File: src/hdl/prd_pkg.sv
// ----------------------------------------------------------------------------
// prd_pkg
// Shared types, codes and constants of the palette RLE sprite decoder.
// ----------------------------------------------------------------------------
package prd_pkg;

  localparam int unsigned PALETTE_ENTRIES = 256;
  localparam int unsigned PAL_IDX_W       = $clog2(PALETTE_ENTRIES);
  localparam int unsigned LEN_W           = 12;
  localparam int unsigned CFG_DATA_W      = 12;
  localparam int unsigned QUEUE_DEPTH     = 4;
  localparam int unsigned QPTR_W          = $clog2(QUEUE_DEPTH);
  localparam int unsigned QCNT_W          = $clog2(QUEUE_DEPTH + 1);

  localparam logic [7:0] CODE_ESCAPE        = 8'd255;
  localparam logic [7:0] SHADOW_RUN_CODE    = 8'd250;
  localparam logic [7:0] ALPHA_OPAQUE       = 8'd255;
  localparam logic [7:0] ALPHA_CLEAR        = 8'd0;
  localparam logic [11:0] LINE_WIDTH_RESET  = 12'd64;

  // Configuration register indexes
  localparam logic CFG_SHADOW_ENABLE = 1'b0;
  localparam logic CFG_LINE_WIDTH    = 1'b1;

  typedef enum logic [1:0] {
    OP_WRITE  = 2'd0,
    OP_LOOKUP = 2'd1,
    OP_RUN    = 2'd2
  } cmd_op_e;

  typedef struct packed {
    cmd_op_e              op;
    logic [PAL_IDX_W-1:0] index;
    logic [15:0]          color;
    logic [7:0]           alpha;
    logic [LEN_W-1:0]     run_length;
    logic                 done;
  } cmd_t;

  // Alpha of a shadow pixel by its offset from the shadow start code;
  // offset zero is the shadow run.
  function automatic logic [7:0] shade_alpha(input logic [2:0] offset);
    logic [7:0] a;
    case (offset)
      3'd0:    a = 8'(255 - 152);
      3'd1:    a = 8'(255 - 216);
      3'd2:    a = 8'(255 - 228);
      3'd3:    a = 8'(255 - 240);
      3'd4:    a = 8'(255 - 248);
      default: a = ALPHA_CLEAR;
    endcase
    return a;
  endfunction

endpackage

File: src/hdl/prd_ifs.sv
// ----------------------------------------------------------------------------
// prd_ifs
// Valid/ready channels for encoded input items and decoded pixel runs.
// ----------------------------------------------------------------------------
interface prd_in_if;
  logic        valid;
  logic        ready;
  logic        kind;
  logic [7:0]  byte_value;
  logic [7:0]  palette_index;
  logic [15:0] palette_color;
  logic        end_of_image;

  modport source (output valid, kind, byte_value, palette_index, palette_color,
                  end_of_image, input ready);
  modport sink   (input valid, kind, byte_value, palette_index, palette_color,
                  end_of_image, output ready);
endinterface

interface prd_out_if;
  logic        valid;
  logic        ready;
  logic [7:0]  red;
  logic [7:0]  green;
  logic [7:0]  blue;
  logic [7:0]  alpha;
  logic [11:0] run_length;
  logic        image_done;

  modport source (output valid, red, green, blue, alpha, run_length, image_done,
                  input ready);
  modport sink   (input valid, red, green, blue, alpha, run_length, image_done,
                  output ready);
endinterface

File: src/hdl/prd_front.sv
// ----------------------------------------------------------------------------
// prd_front
// Accepts input transactions, tracks escapes and issues back-end commands.
// ----------------------------------------------------------------------------
module prd_front (
  input  logic                         clk_i,
  input  logic                         rst_ni,
  input  logic                         cfg_we_i,
  input  logic                         cfg_index_i,
  input  logic [prd_pkg::CFG_DATA_W-1:0] cfg_data_i,
  prd_in_if.sink                       in_if,
  input  logic                         q_full_i,
  output logic                         push_o,
  output prd_pkg::cmd_t                cmd_o
);

  logic        shadow_en_q;
  logic [11:0] line_width_q;
  logic        pending_q, pending_d;
  logic        is_shadow_q, is_shadow_d;
  logic        accept;
  logic        emit;

  assign in_if.ready = !q_full_i;
  assign accept      = in_if.valid && !q_full_i;
  assign push_o      = accept && emit;

  always_comb begin
    logic [11:0] len;
    pending_d   = pending_q;
    is_shadow_d = is_shadow_q;
    emit        = 1'b0;
    len         = 12'd1;
    cmd_o.op         = prd_pkg::OP_LOOKUP;
    cmd_o.index      = in_if.byte_value;
    cmd_o.color      = in_if.palette_color;
    cmd_o.alpha      = prd_pkg::ALPHA_OPAQUE;
    cmd_o.run_length = 12'd1;
    cmd_o.done       = in_if.end_of_image;
    if (in_if.kind) begin
      // palette load: no result, escape state untouched
      emit        = 1'b1;
      cmd_o.op    = prd_pkg::OP_WRITE;
      cmd_o.index = in_if.palette_index;
    end else if (pending_q) begin
      pending_d   = 1'b0;
      is_shadow_d = 1'b0;
      if (is_shadow_q) begin
        len         = {4'd0, in_if.byte_value};
        cmd_o.alpha = prd_pkg::shade_alpha(3'd0);
      end else begin
        len         = (in_if.byte_value == prd_pkg::CODE_ESCAPE) ? line_width_q
                                                                 : {4'd0, in_if.byte_value};
        cmd_o.alpha = prd_pkg::ALPHA_CLEAR;
      end
      cmd_o.op         = prd_pkg::OP_RUN;
      cmd_o.run_length = len;
      emit             = (len != 12'd0);
    end else if (in_if.byte_value == prd_pkg::CODE_ESCAPE ||
                 (shadow_en_q && in_if.byte_value == prd_pkg::SHADOW_RUN_CODE)) begin
      // drop an escape left open at end of image
      pending_d   = !in_if.end_of_image;
      is_shadow_d = !in_if.end_of_image && (in_if.byte_value != prd_pkg::CODE_ESCAPE);
    end else if (shadow_en_q && (in_if.byte_value inside {[8'd251:8'd254]})) begin
      emit        = 1'b1;
      cmd_o.op    = prd_pkg::OP_RUN;
      cmd_o.alpha = prd_pkg::shade_alpha(3'(in_if.byte_value - prd_pkg::SHADOW_RUN_CODE));
    end else begin
      emit = 1'b1;
    end
  end

  always_ff @(posedge clk_i or negedge rst_ni) begin
    if (!rst_ni) begin
      shadow_en_q  <= 1'b0;
      line_width_q <= prd_pkg::LINE_WIDTH_RESET;
      pending_q    <= 1'b0;
      is_shadow_q  <= 1'b0;
    end else begin
      if (cfg_we_i) begin
        case (cfg_index_i)
          prd_pkg::CFG_SHADOW_ENABLE: shadow_en_q  <= cfg_data_i[0];
          prd_pkg::CFG_LINE_WIDTH:    line_width_q <= cfg_data_i[11:0];
          default: ;
        endcase
      end
      if (accept) begin
        pending_q   <= pending_d;
        is_shadow_q <= is_shadow_d;
      end
    end
  end

endmodule

File: src/hdl/prd_queue.sv
// ----------------------------------------------------------------------------
// prd_queue
// Small command FIFO between the front and back ends.
// ----------------------------------------------------------------------------
module prd_queue (
  input  logic          clk_i,
  input  logic          rst_ni,
  input  logic          push_i,
  input  prd_pkg::cmd_t push_data_i,
  output logic          full_o,
  input  logic          pop_i,
  output logic          valid_o,
  output prd_pkg::cmd_t data_o
);

  prd_pkg::cmd_t                  slots_q [prd_pkg::QUEUE_DEPTH];
  logic [prd_pkg::QPTR_W-1:0]     wr_ptr_q;
  logic [prd_pkg::QPTR_W-1:0]     rd_ptr_q;
  logic [prd_pkg::QCNT_W-1:0]     count_q;

  assign full_o  = (count_q == prd_pkg::QCNT_W'(prd_pkg::QUEUE_DEPTH));
  assign valid_o = (count_q != '0);
  assign data_o  = slots_q[rd_ptr_q];

  always_ff @(posedge clk_i) begin
    if (push_i) begin
      slots_q[wr_ptr_q] <= push_data_i;
    end
  end

  always_ff @(posedge clk_i or negedge rst_ni) begin
    if (!rst_ni) begin
      wr_ptr_q <= '0;
      rd_ptr_q <= '0;
      count_q  <= '0;
    end else begin
      if (push_i) wr_ptr_q <= wr_ptr_q + 1'b1;
      if (pop_i)  rd_ptr_q <= rd_ptr_q + 1'b1;
      case ({push_i, pop_i})
        2'b10:   count_q <= count_q + 1'b1;
        2'b01:   count_q <= count_q - 1'b1;
        default: ;
      endcase
    end
  end

endmodule

File: src/hdl/prd_back.sv
// ----------------------------------------------------------------------------
// prd_back
// Executes commands: palette loads, palette reads and run output.
// ----------------------------------------------------------------------------
module prd_back (
  input  logic          clk_i,
  input  logic          rst_ni,
  input  logic          q_valid_i,
  input  prd_pkg::cmd_t q_data_i,
  output logic          pop_o,
  prd_out_if.source     out_if
);

  logic [15:0] palette_mem [prd_pkg::PALETTE_ENTRIES];
  logic [15:0] rd_data_q;
  logic        s1_valid_q;
  logic        s1_lookup_q;
  logic [7:0]  s1_alpha_q;
  logic [11:0] s1_len_q;
  logic        s1_done_q;
  logic        out_valid_q;
  logic [7:0]  red_q, green_q, blue_q, alpha_q;
  logic [11:0] len_q;
  logic        done_q;
  logic        s1_adv;
  logic        s1_free;

  assign s1_adv  = s1_valid_q && (!out_valid_q || out_if.ready);
  assign s1_free = !s1_valid_q || s1_adv;
  assign pop_o   = q_valid_i && s1_free;

  // palette port: write on a load, registered read on every pop
  always_ff @(posedge clk_i) begin
    if (pop_o && q_data_i.op == prd_pkg::OP_WRITE) begin
      palette_mem[q_data_i.index] <= q_data_i.color;
    end
    if (pop_o) begin
      rd_data_q <= palette_mem[q_data_i.index];
    end
  end

  always_ff @(posedge clk_i) begin
    if (pop_o) begin
      s1_lookup_q <= (q_data_i.op == prd_pkg::OP_LOOKUP);
      s1_alpha_q  <= q_data_i.alpha;
      s1_len_q    <= q_data_i.run_length;
      s1_done_q   <= q_data_i.done;
    end
    if (s1_adv) begin
      if (s1_lookup_q) begin
        red_q   <= {rd_data_q[15:11], 3'b000};
        green_q <= {rd_data_q[10:5], 2'b00};
        blue_q  <= {rd_data_q[4:0], 3'b000};
      end else begin
        red_q   <= 8'd0;
        green_q <= 8'd0;
        blue_q  <= 8'd0;
      end
      alpha_q <= s1_alpha_q;
      len_q   <= s1_len_q;
      done_q  <= s1_done_q;
    end
  end

  always_ff @(posedge clk_i or negedge rst_ni) begin
    if (!rst_ni) begin
      s1_valid_q  <= 1'b0;
      out_valid_q <= 1'b0;
    end else begin
      if (s1_free) s1_valid_q <= pop_o && (q_data_i.op != prd_pkg::OP_WRITE);
      if (s1_adv) begin
        out_valid_q <= 1'b1;
      end else if (out_if.ready) begin
        out_valid_q <= 1'b0;
      end
    end
  end

  assign out_if.valid      = out_valid_q;
  assign out_if.red        = red_q;
  assign out_if.green      = green_q;
  assign out_if.blue       = blue_q;
  assign out_if.alpha      = alpha_q;
  assign out_if.run_length = len_q;
  assign out_if.image_done = done_q;

endmodule

File: src/hdl/palette_rle_sprite_decoder_unit.sv
// ----------------------------------------------------------------------------
// palette_rle_sprite_decoder_unit
// Palette run-length sprite decoder: encoded bytes in, RGBA pixel runs out.
// ----------------------------------------------------------------------------
// The unit takes one input transaction per clock while the command queue is
// not full, and delivers at most one pixel run per transaction, in order. A
// run passes through the command queue, the palette read register and the
// output register before it is presented. A front end classifies each byte
// (escape, shadow, palette color, palette load) and tracks the open escape; a
// four-entry command queue lets it run ahead of the back end, which owns the
// 256 x 16 palette RAM (a write on a load, a registered read on each pop)
// and the output register. Palette loads travel through the queue, so a color
// read always sees exactly the loads that came before it in the stream.
// Throughput is one transaction per cycle when the output is not stalled, set
// by the single palette port and the queue pop. Registers (write only): index
// 0 shadow_enable, index 1 line_width; change them only while the unit is
// idle. Reading a palette entry that was never loaded returns undefined color.
// ----------------------------------------------------------------------------
module palette_rle_sprite_decoder_unit (
  input  logic                           clk_i,
  input  logic                           rst_ni,
  input  logic                           cfg_we_i,
  input  logic                           cfg_index_i,
  input  logic [prd_pkg::CFG_DATA_W-1:0] cfg_data_i,
  prd_in_if.sink                         in_if,
  prd_out_if.source                      out_if
);

  logic          q_full;
  logic          push;
  prd_pkg::cmd_t push_cmd;
  logic          q_valid;
  prd_pkg::cmd_t q_cmd;
  logic          pop;

  // Front: accept transactions, resolve escapes, issue commands
  prd_front u_front (
    .clk_i       (clk_i),
    .rst_ni      (rst_ni),
    .cfg_we_i    (cfg_we_i),
    .cfg_index_i (cfg_index_i),
    .cfg_data_i  (cfg_data_i),
    .in_if       (in_if),
    .q_full_i    (q_full),
    .push_o      (push),
    .cmd_o       (push_cmd)
  );

  // Decouple front and back so either side may stall alone
  prd_queue u_queue (
    .clk_i       (clk_i),
    .rst_ni      (rst_ni),
    .push_i      (push),
    .push_data_i (push_cmd),
    .full_o      (q_full),
    .pop_i       (pop),
    .valid_o     (q_valid),
    .data_o      (q_cmd)
  );

  // Back: palette RAM access and run output register
  prd_back u_back (
    .clk_i     (clk_i),
    .rst_ni    (rst_ni),
    .q_valid_i (q_valid),
    .q_data_i  (q_cmd),
    .pop_o     (pop),
    .out_if    (out_if)
  );

endmodule

File: src/flat_wrapper.sv
// flat-port wrapper written by rule: the top's interface ports become plain ports
module palette_rle_sprite_decoder_unit_flat 
  (clk_i, rst_ni, cfg_we_i, cfg_index_i, cfg_data_i, in_if_valid, in_if_kind, in_if_byte_value, in_if_palette_index, in_if_palette_color, in_if_end_of_image, in_if_ready, out_if_valid, out_if_red, out_if_green, out_if_blue, out_if_alpha, out_if_run_length, out_if_image_done, out_if_ready);
  prd_in_if in_if_i ();
  prd_out_if out_if_i ();
  input  logic clk_i;
  input  logic rst_ni;
  input  logic cfg_we_i;
  input  logic cfg_index_i;
  input  logic [prd_pkg::CFG_DATA_W-1:0] cfg_data_i;
  input wire logic [$bits(in_if_i.valid)-1:0] in_if_valid;
  input wire logic [$bits(in_if_i.kind)-1:0] in_if_kind;
  input wire logic [$bits(in_if_i.byte_value)-1:0] in_if_byte_value;
  input wire logic [$bits(in_if_i.palette_index)-1:0] in_if_palette_index;
  input wire logic [$bits(in_if_i.palette_color)-1:0] in_if_palette_color;
  input wire logic [$bits(in_if_i.end_of_image)-1:0] in_if_end_of_image;
  output wire logic [$bits(in_if_i.ready)-1:0] in_if_ready;
  output wire logic [$bits(out_if_i.valid)-1:0] out_if_valid;
  output wire logic [$bits(out_if_i.red)-1:0] out_if_red;
  output wire logic [$bits(out_if_i.green)-1:0] out_if_green;
  output wire logic [$bits(out_if_i.blue)-1:0] out_if_blue;
  output wire logic [$bits(out_if_i.alpha)-1:0] out_if_alpha;
  output wire logic [$bits(out_if_i.run_length)-1:0] out_if_run_length;
  output wire logic [$bits(out_if_i.image_done)-1:0] out_if_image_done;
  input wire logic [$bits(out_if_i.ready)-1:0] out_if_ready;
  assign in_if_i.valid = in_if_valid;
  assign in_if_i.kind = in_if_kind;
  assign in_if_i.byte_value = in_if_byte_value;
  assign in_if_i.palette_index = in_if_palette_index;
  assign in_if_i.palette_color = in_if_palette_color;
  assign in_if_i.end_of_image = in_if_end_of_image;
  assign in_if_ready = in_if_i.ready;
  assign out_if_valid = out_if_i.valid;
  assign out_if_red = out_if_i.red;
  assign out_if_green = out_if_i.green;
  assign out_if_blue = out_if_i.blue;
  assign out_if_alpha = out_if_i.alpha;
  assign out_if_run_length = out_if_i.run_length;
  assign out_if_image_done = out_if_i.image_done;
  assign out_if_i.ready = out_if_ready;
  palette_rle_sprite_decoder_unit u_core (.clk_i(clk_i), .rst_ni(rst_ni), .cfg_we_i(cfg_we_i), .cfg_index_i(cfg_index_i), .cfg_data_i(cfg_data_i), .in_if(in_if_i), .out_if(out_if_i));
endmodule
File: config.mk
export PLATFORM = sky130hd
export DESIGN_NAME = palette_rle_sprite_decoder_unit_flat
export DESIGN_NICKNAME = d
export VERILOG_FILES = /design/src/hdl/prd_pkg.sv /design/src/hdl/prd_ifs.sv /design/src/hdl/prd_front.sv /design/src/hdl/prd_queue.sv /design/src/hdl/prd_back.sv /design/src/hdl/palette_rle_sprite_decoder_unit.sv /design/src/flat_wrapper.sv
export SDC_FILE = /design/constraint.sdc
export NUM_CORES = 2
export LEC_CHECK = 0
export BUFFER_PORTS_ARGS = -buffer_cell sky130_fd_sc_hd__buf_2
export CAP_MARGIN = 25
export CORE_ASPECT_RATIO = 0.7
export CORE_MARGIN = 2
export CORE_UTILIZATION = 33
export DETAILED_ROUTE_END_ITERATION = 6
export PLACE_DENSITY = 0.51
export SETUP_SLACK_MARGIN = 0.4
export SYNTH_ARGS = -nofsm -noshare
export SYNTH_HDL_FRONTEND = slang
export SYNTH_MEMORY_MAX_BITS = 65536
export SYNTH_SLANG_ARGS = --single-unit
File: constraint.sdc
create_clock -name clk_i -period 7.6 [get_ports clk_i]
set_clock_uncertainty 0.2 [all_clocks]
set_input_delay 1.9 -clock clk_i [delete_from_list [all_inputs] [get_ports clk_i]]
set_output_delay 1.9 -clock clk_i [all_outputs]
set_load 0.02 [all_outputs]
==> reports/qor.csv <==
stage,metric,value,unit
outcome,outcome,completed,
timing,slew_headroom,5.89,%
pwr,power_frac_seq,38.3,%
timing,rsz0062_at_grt,false,
worst_setup_path,r2r_start,u_core.u_queue.rd_ptr_q[0],
timing,finalHoldViolations,0,
pwr,total_leakage_power,66.1,nW
cells_and_area,final_cell_area,0.196,mm2
worst_setup_path,r2r_slack,1.01,ns
worst_setup_path,rr_worst_depth,9,
pwr,switching_share,38.7,%
clock_tree,cts_buffers,411,
synthesis,seq_area_frac_synth,76.2,%
clock_tree,clkSlewWorstSetupHoldPaths,0.06,ns
floorplan,num_rows,221,
placement,gp_congestion,0.844,
cells_and_area,multiInputGateArea,0.0383,mm2
clock_tree,insertion_delay,0.97,ns
clock_tree,cts.sinks,4377,
synthesis,synth_area_leaders,"edfxtp_1 76%, mux2i_1 8.2%, nand2_1 3.9%",
synthesis,synthFlopType,edfxtp_1,
timing,min_period,6.59,ns
global_routing,gr-usage-met2,27.1,%
synthesis,synth-async-reset-ratio,0.548,%
route,dr.pass1.iters,6,
pwr,p_switching,32.5,mW
clock_tree,cts_hold_buf,0,
floorplan,fp.dieH,608,um
pwr,pwr_density_cell,428,mW/mm2
global_routing,grt_use_met3,3.00,%
clock_tree,cts_resized,0,
worst_setup_path,start_kind,flip-flop,
global_routing,antenna_found_initial,56,
worst_setup_path,cp_max_fo,59,
synthesis,synth.distinct_cells,50,
synthesis,synth-edff-count,4353,
run,max-cap-violations,0,
route,drtAntennaViolNets,0,
pwr,vdd_drop_max,414,uV
route,via_count,96900,
synthesis,yosys_warnings,0,
cells_and_area,fillers,47800,
clock_tree,h-tree-depth,5,
global_routing,met1_usage,29.5,%
timing,max_clock_freq,152,MHz
min_path,hold_path.class,flip-flop to flip-flop,
clock_tree,cts-root-buf,clkbuf_16,
pwr,comb_power_share,37.6,%
synthesis,synth_area_per_cell,16.4,um2
synthesis,syn_area,0.172,mm2
clock_tree,cts_setup_buffers,0,
worst_setup_path,required,8.10,ns
cells_and_area,syn_to_final_growth,14.0,%
timing,setup_tns,0,ns
timing,fin_crit_sh,86.7,%
min_path,holdPathEnd,u_core.u_back.out_if.run_length[1],
route,drt_iter0_drc,12300,
global_routing,grt_first_pass_wirelength,719000,um
synthesis,synth_seq_cells,4377,
route,vias_per_cell,5.33,
worst_setup_path,setup.worst_path.class,flip-flop to flip-flop,
floorplan,pin_count,99,
global_routing,grt_pass1_vias,92400,
worst_setup_path,reg2reg_to,u_core.u_back.rd_data_q[3],
timing,tightest_slew,1.41,ns
global_routing,grtUsageTotal,18.8,%
route,route.detailed.drc,0,
global_routing,grt-busiest-layer,met1,
floorplan,fp.dieW,868,um
placement,placed_area,0.183,mm2
timing,maxSlewViolCount,0,
global_routing,grt_max_degree,163,
cells_and_area,drive_gt1_share,13.3,%
synthesis,syn_inst,10500,
global_routing,overflow,0,
synthesis,synth_top_area_share,75.9,%
timing,setup_viol,0,
clock_tree,cts.path.max_buffers,4,
floorplan,die_area,0.528,mm2
worst_setup_path,cp.arrival,7.09,ns
floorplan,initial_utilization,33.2,%
synthesis,synth_area_leader_cell,edfxtp_1,
pwr,clkPwrFrac,24.1,%
route,wl,514000,um
cells_and_area,regArea,0.131,mm2
pwr,intPower,51.6,mW
floorplan,core-area,0.519,mm2
cells_and_area,nets,11000,
min_path,hold_path_depth,0,
placement,io_buffer_count,90,
worst_setup_path,crit_path_end_kind,flip-flop,
clock_tree,cts_tree,built,
min_path,hold_start,u_core.u_back.s1_len_q[1],
placement,dp_hpwl,307000,um
route,wl_per_cell,28.3,um
==> registers in the layout, summed over array words and instances, names as in the netlist, 2 cells and up <==
signal,cells
u_core.u_back.rd_data_q,16
u_core.u_back.out_if.green,6
u_core.u_back.palette_mem,4096
u_core.u_queue.rd_ptr_q,2
u_core.u_back.out_if.red,5
u_core.u_front.line_width_q,12
u_core.u_back.s1_len_q,12
u_core.u_back.out_if.run_length,12
u_core.u_queue.slots_q,184
u_core.u_back.out_if.alpha,7
u_core.u_back.out_if.blue,5
u_core.u_queue.count_q,3
u_core.u_back.s1_alpha_q,7
u_core.u_queue.wr_ptr_q,2
==> cells in the final DEF (no fill, tap or decap), drive strengths merged, types with 4 or more instances in the layout <==
cell type	instances
o21ai	59
edfxtp	4353
o22ai	86
clkinv	177
dfrtp	23
and3	7
a211oi	84
and2	49
nand3	325
nand2	1791
a21o	20
nor3	55
nor2	318
a221oi	15
xnor2	5
nand2b	4
a21oi	570
o22a	15
conb	8
inv	20
bufinv	35
a31oi	93
nor4	85
mux2	41
mux2i	1419
buf	592
or4	78
diode	23
nor2b	70
mux4	247
ha	7
nand4	45
o221a	15
clkinvlp	9
clkbuf	516
==> kinds of logic after synthesis <==
| logic type | count (synthesis) | synth area share, % |
|---|---|---|
| adders and majority gates | 8 | 0.0625 |
| buffers and inverters | 638 | 1.69 |
| muxes | 1707 | 11.7 |
| xor gates and xnor gates | 7 | 0.0356 |
| other | 1 | 0.00218 |
| and+or+nand+nor | 2829 | 6.99 |
| AOI/OAI and AO/OA | 966 | 3.23 |
| DFF | 4377 | 76.2 |
==> through the flow <==
stage	utilization (%)	std cells	total power [mW]	setup WS, ns	hold slack [ns]
after global placement	35.3	17400	63.8	1.11	0.202
final	37.8	18200	84.1	1.01	0.219
after floorplan	-	10500	50.6	1.33	0.200
after CTS	37.8	18200	84.4	1.11	0.220
after detailed placement	35.3	17400	64.2	1.12	0.206
after global routing	37.8	18200	87.1	0.821	0.225
==> layout make-up <==
cell class                      instances  share of cell area, %
Antenna cell                           23                 0.0293
Timing Repair Buffer                  595                   2.57
Clock buffer                          513                   5.49
Clock inverter                        232                   1.08
Tap cell                             6913                   4.41
Inverter                                9                 0.0172
Multi-Input combinational cell       5525                   19.5
Sequential cell                      4377                   66.9
==> synthesized netlist by cell type (10+ instances only) <==
cell type / n
buf_1: 93
clkbuf_1: 270
a211oi_1: 84
buf_6: 13
o22a_1: 15
o22ai_1: 86
a21o_1: 20
nor3_1: 55
nand4_1: 45
dfrtp_1: 23
nor4_1: 85
o21ai_0: 44
nor2b_1: 70
mux2_2: 41
edfxtp_1: 4353
or4_1: 78
buf_2: 209
o21ai_1: 15
nand3_1: 325
a21oi_1: 570
buf_4: 44
mux2i_1: 1419
mux4_2: 247
o221a_1: 15
and2_0: 10
nand2_1: 1791
nor2_1: 318
and2_1: 39
a221oi_1: 15
a31oi_1: 93
==> worst max path at each step <==
stage                     cells after the start                                end  slack, ns                       start
after floorplan                               8  u_core.u_back.palette_mem[132][0]       1.33                out_if_ready
after global placement                        9        u_core.u_back.rd_data_q[13]       1.11  u_core.u_queue.rd_ptr_q[0]
after detailed placement                      9         u_core.u_back.rd_data_q[3]       1.12  u_core.u_queue.rd_ptr_q[0]
after CTS                                     9         u_core.u_back.rd_data_q[3]       1.11  u_core.u_queue.rd_ptr_q[0]
after global routing                          9         u_core.u_back.rd_data_q[3]       0.82  u_core.u_queue.rd_ptr_q[0]
final                                         9         u_core.u_back.rd_data_q[3]       1.01  u_core.u_queue.rd_ptr_q[0]
==> routing by layer <==
layer	wire length (um)	vias up
met5	123	-
met4	10900	14
met3	44800	640
met2	220000	4399
met1	238000	50700
li1	-	41100
==> power by group through the flow <==
| stage | logic (mW) | registers, mW | clock network, mW |
|---|---|---|---|
| after floorplan | 17.7 | 32.9 | 0 |
| after global placement | 31.2 | 32.7 | 0 |
| after detailed placement | 31.5 | 32.7 | 0 |
| after CTS | 31.6 | 32.2 | 20.6 |
| after global routing | 33.3 | 32.2 | 21.6 |
| final | 31.6 | 32.2 | 20.3 |
==> critical path, cell delays in order, from the launching register on <==
cell	delay, ns
dfrtp_4	0.89
mux4_4	0.86
nor2b_1	0.84
nand2_4	0.68
buf_12	0.44
o22ai_1	0.29
nor4_1	0.11
o21ai_0	0.29
nand4_1	0.79
or4_1	0.73
Power figures use the tool's default switching activity.
